$ cat config.mk
export PLATFORM = sky130hd
export DESIGN_NAME = btksq_cell
export DESIGN_NICKNAME = d
export VERILOG_FILES = /design/src/rtl/bounded_top_k_sorted_queue_macros.svh /design/src/rtl/btksq_pkg.sv /design/src/rtl/btksq_cell.sv
export SDC_FILE = /design/constraint.sdc
export NUM_CORES = 1
export LEC_CHECK = 0
export BUFFER_PORTS_ARGS = -buffer_cell sky130_fd_sc_hd__buf_2
export CAP_MARGIN = 20
export CORE_AREA = 3 3 203 205
export DETAILED_ROUTE_END_ITERATION = 8
export DIE_AREA = 0 0 206 208
export SYNTH_ARGS = -nofsm -noshare
export SYNTH_HDL_FRONTEND = slang
export SYNTH_SLANG_ARGS = --single-unit
$ cat constraint.sdc
create_clock -name clock -period 15.1 [get_ports clock]
set_input_delay 3.02 -clock clock [delete_from_list [all_inputs] [get_ports clock]]
set_output_delay 3.02 -clock clock [all_outputs]
set_load 0.02 [all_outputs]
$ cat src/rtl/bounded_top_k_sorted_queue_macros.svh
// Assertion macros shared by the bounded top-k sorted queue RTL.
`ifndef BOUNDED_TOP_K_SORTED_QUEUE_MACROS_SVH
`define BOUNDED_TOP_K_SORTED_QUEUE_MACROS_SVH
`ifndef NO_ASSERTIONS
`define BTKSQ_ASSERT(label, clk, rst, prop, msg) \
   label: assert property (@(posedge clk) disable iff (rst) prop) else $error(msg);
`define BTKSQ_NEVER(label, clk, rst, cond, msg) \
   label: assert property (@(posedge clk) disable iff (rst) !(cond)) else $error(msg);
`else
`define BTKSQ_ASSERT(label, clk, rst, prop, msg)
`define BTKSQ_NEVER(label, clk, rst, cond, msg)
`endif
`endif

$ cat src/rtl/btksq_pkg.sv
// Types and constants shared by the bounded top-k sorted queue.
package btksq_pkg;

   localparam int WordWidth = 32;

   // One stored hypothesis; x sits in the lowest bits when packed.
   typedef struct packed {
      logic signed [WordWidth-1:0] score;
      logic [WordWidth-1:0]        heading;
      logic [WordWidth-1:0]        y;
      logic [WordWidth-1:0]        x;
   } entry_type;

   localparam int EntryWidth = $bits(entry_type);

   // Command broadcast to every cell of the chain.
   typedef struct packed {
      logic insert;
      logic drain;
   } cell_ctrl_type;

   localparam logic OP_INSERT = 1'b0;
   localparam logic OP_DRAIN  = 1'b1;

   localparam int CapWidth = 6;

endpackage

$ cat src/rtl/btksq_cell.sv
// One slot of the sorted insertion chain.
module btksq_cell (
   input  logic                   clock,
   input  logic                   occupied,
   input  logic                   prev_gt,
   input  btksq_pkg::entry_type   new_entry,
   input  btksq_pkg::entry_type   prev_entry,
   input  btksq_pkg::entry_type   next_entry,
   input  btksq_pkg::cell_ctrl_type ctrl,
   output logic                   gt,
   output btksq_pkg::entry_type   entry
);
   import btksq_pkg::*;

   entry_type entry_ff;
   entry_type entry_in;

   // An empty slot loses to any newcomer; the result is monotone along the chain.
   assign gt = !occupied || (new_entry.score > entry_ff.score);

   always_comb begin
      entry_in = entry_ff;
      if (ctrl.insert) begin
         // The previous slot was displaced, so its content moves down here.
         if (prev_gt) begin
            entry_in = prev_entry;
         end else if (gt) begin
            entry_in = new_entry;
         end
      end else if (ctrl.drain) begin
         entry_in = next_entry;
      end
   end

   always_ff @(posedge clock) begin
      entry_ff <= entry_in;
   end

   assign entry = entry_ff;

endmodule

# Yosys cells after proc, flatten, opt, wreduce, memory -nomap -nowiden

Cells that the tools add are included.

Logic and storage cells: 14
Output and inout port bits: 129
Register bits after elaboration: 128
Input bits: 389

Equality and inequality tests: 1
Mux-type cells: 4
Reduce and logical (&&, ||, !) cells: 4
Magnitude comparators: 1

Operator list:

| operator                                                         | count |
|---|---|
| 128-bit two-way mux                                              | 4 |
| 32-bit > comparator                                              | 1 |
| 3-bit by 2-bit != test with 1-bit output (second input constant) | 1 |
| 2-bit AND reduction                                              | 1 |
| 2-bit nonzero test                                               | 1 |
| 1-bit zero test                                                  | 1 |
| 1-bit logical OR                                                 | 1 |

# Logic depth before layout (Yosys ltp)

Depth in word-level cells: 5
Gate-level depth with buffers: 8
Depth with buffers taken out: 8

# Worst setup path before layout

No wires, ideal clock.

Kind: input to register
Start: input new_entry[127] (netlist bit)
End: register entry_ff, in the netlist entry[0], enable pin
Slack: 1.507 ns
Data required time: 14.327 ns
Stages on the path: 6
Arrival: 12.820 ns
Path buffers: 0
Library setup time: 0.773 ns
Path through: ha_1 -> nand4_4 -> nor4_4 -> nor3b_2 -> a2111oi_0 -> nor3_1

Word-level cells in the longest chain between the ends: 4

RTL lines:

| what                                               | line             | RTL |
|---|---|---|
| from (decl)                                        | btksq_cell.sv:6  | `input btksq_pkg::entry_type new_entry,` |
| 32-bit > comparator                                | btksq_cell.sv:19 | `assign gt = !occupied \|\| (new_entry.score > entry_ff.score);` |
| 1-bit logical OR                                   | btksq_cell.sv:19 |  |
| 3-bit by 2-bit != test with 1-bit output (no line) | n/a              |  |
| 2-bit AND reduction (no line)                      | n/a              |  |
| to (signal assigned)                               | btksq_cell.sv:36 | `entry_ff <= entry_in;` |
| to (decl)                                          | btksq_cell.sv:15 | `entry_type entry_ff;` |

Every way passes these cells.
A chain may end at the register's enable or synchronous reset.

# Worst setup path in the final report

Start: input new_entry[103] (netlist bit)
End: output gt

Word-level cells in the longest chain between the ends: 2

RTL lines:

| what                | line             | RTL |
|---|---|---|
| 32-bit > comparator | btksq_cell.sv:19 |  |
| 1-bit logical OR    | btksq_cell.sv:19 |  |
| to (decl)           | btksq_cell.sv:10 | `output logic gt,` |

Every way passes these cells.

==> impl_metrics.toml <==
[outcome]
outcome = "complete, no violations"

[critical_path]
cp_data_required_time_ns = 12.08
cp_data_arrival_time_ns = 4.88
end_kind = "output pin"
path_max_fanout = 3
timing_worst_setup_path_type = "in2out"
cp-start-kind = "primary input"

[clocking]
clkLatencyLatePin_ns = 0.44
clock_path_buffers = 2
cts_buffers = 17
tritoncts = "built"
cts_resized = 0
hold_buffers = 0
cts_setup_buffers = 0
clockRootBuffer = "clkbuf_16"
clk_pin_slew_ns = 0.06
cts_sinks = 128
cts-htree-levels = 4

[sta]
final_hold_viol_count = 0
setup_viol = 0
setup_slack_ns = 7.20
tightest_slew_ns = 0.942
slew_headroom_pct = 37.2
max_freq_mhz = 127
fin_tns_setup_ns = 0
clock_skew_ns = 0.00859
rsz0062_at_grt = "no"
period_minus_slack_ns = 7.90
fin_crit_sh_pct = 52.3
final-max-slew-violation-count = 0

[synthesis]
postSynthCellCount = 685
synth_area_per_cell_um2 = 10.7
synthesis.nets = 1106
yosysWarnings = 0
synth-seq-cells = 128
synth_area_leaders = "edfxtp_1 52%, mux2i_1 17%, a21oi_1 9.7%"
yosysTopAreaCellShare_pct = 52.4
ys_seq_area_share_pct = 52.4
synth.cell_area_um2 = 7330
yosysUniqueCellTypes = 27
yosysTopAreaCell = "edfxtp_1"

[placed_design]
place_area_um2 = 10500
gp_congestion = 0.870
pre_cts_ws_ns = 7.16
portBuffers = 517
place_hpwl_um = 21900

[drt]
viasPerCell = 4.09
drt_iter0_drc = 234
postRouteAntennaNets = 0
num_vias = 7044
wl_per_cell_um = 15.5
drc = 0
drtPass1Iterations = 4
wirelength_um = 26700

[power_and_ir_drop]
seqPwrFrac_pct = 40.2
peakVddDrop_mv = 0.0747
powerDensity_nw_per_um2 = 102
leakage_nw = 5.34
clkPwrFrac_pct = 36.5
p_switching_mw = 0.326
p_comb_share_pct = 23.3
switching_share_pct = 29.0
p_int_mw = 0.800

[layout]
drive_gt1_share_pct = 46.4
final_common_cell = "buf_2"
fillers = 4277
layout.nets = 1605
fin_util_pct = 27.8
num_antenna_cells = 0
syn2layout_area_growth_pct = 50.5
fin_area_um2 = 11000
largest_register_ffs = 128
layout_common_cells = "515 x buf_2, 142 x a21oi_1, 130 x nor2_1, 128 x mux2i_1, 128 x edfxtp_1"

[global_route]
grt.total_usage_pct = 11.8
overflow = 0
grt_start_max_net_pins = 105
grt_pass1_wl_um = 38400
first_global_vias = 6928
antenna_found_initial = 3

[run]
max_cap_violations = 0

[die]
row_count = 73
die_area_um2 = 42800
io_pins = 518
coreArea_um2 = 39600
die_h_um = 208
dieWidth_um = 206
initial_utilization_pct = 18.5

[min_path]
min_path_type = "reg2reg"
kinds of logic after synthesis:
family	Yosys count	synth area share, %
buf+inv	78	4.22
flops	128	52.4
mux	128	17.5
fa+ha+maj	32	5.46
compound gates	156	10.9
simple gates	163	9.51
critical path, stage by stage:
cell and delay (ns):
buf_2 0.11, ha_1 0.32, a21oi_1 0.15, o21ai_0 0.21, a221oi_1 0.45, nor3b_2 0.10
a211oi_1 0.22, o21ai_0 0.13, buf_2 0.17
stage by stage:
stage / hold WS (ns) / std cells / total power, mW
after floorplan: 2.87 / 685 / 0.610
after global placement: 1.35 / 1690 / 0.722
after detailed placement: 1.36 / 1690 / 0.726
after CTS: 1.38 / 1722 / 1.15
after global routing: 1.46 / 1722 / 1.19
final: 1.37 / 1722 / 1.13
worst paths after layout:
| kind | startpoint | endpoint | slack, ns | cells after the start |
|---|---|---|---|---|
| setup reg to reg | entry[119]$_DFFE_PP_ | entry[52]$_DFFE_PP_ | 11.68 | 9 |
| setup / recovery | new_entry[103] | gt | 7.20 | 9 |
| hold reg to reg | entry[127]$_DFFE_PP_ | entry[114]$_DFFE_PP_ | 1.37 | 6 |
| hold / removal | entry[127]$_DFFE_PP_ | entry[114]$_DFFE_PP_ | 1.37 | 6 |
layer usage:
metal  wire [µm]  share of wire [%]  GRT usage (%)  vias to the layer above
met1       10600                 40           13.1                     3184
met4         600                2.2           4.38                        2
li1            -                  -              -                     3502
met5          13              0.049              0                        -
met3        2420                9.1           4.69                       35
met2       13000                 49           20.5                      321
power groups by stage:
| stage | combinational (mW) | sequential [mW] | clock [mW] |
|---|---|---|---|
| after floorplan | 0.0942 | 0.516 | 0 |
| after global placement | 0.263 | 0.459 | 0 |
| after detailed placement | 0.266 | 0.460 | 0 |
| after CTS | 0.266 | 0.454 | 0.428 |
| after global routing | 0.287 | 0.457 | 0.444 |
| final | 0.262 | 0.453 | 0.411 |
area by class of cell:
| type | instances | area (µm²) | share of cell area [%] |
|---|---|---|---|
| Sequential cell | 128 | 3840 | 34.8 |
| Multi-Input combinational cell | 479 | 3180 | 28.8 |
| Timing Repair Buffer | 523 | 2650 | 24.0 |
| Tap cell | 525 | 657 | 5.95 |
| Clock buffer | 18 | 429 | 3.89 |
| Clock inverter | 14 | 148 | 1.34 |
| Inverter | 35 | 131 | 1.19 |
Yosys cell counts:
cell       number
nor4_4          1
a21oi_1       142
a21boi_0        1
nand3_1         6
nand4_4         1
nor2b_1         1
a211oi_1        2
a211o_1         1
buf_2          13
nand4_1         8
and3_1          1
nand2b_1        1
nor4_1          1
mux2i_1       128
nor2_1        130
ha_1           32
nor3b_2         1
edfxtp_1      128
clkbuf_1       23
inv_1          35
a2111oi_0       1
o22ai_1         1
o21ai_0         7
buf_1           7
nand2_1         9
a221oi_1        1
nor3_1          3
Note: power is estimated with default switching activity, not from simulation.
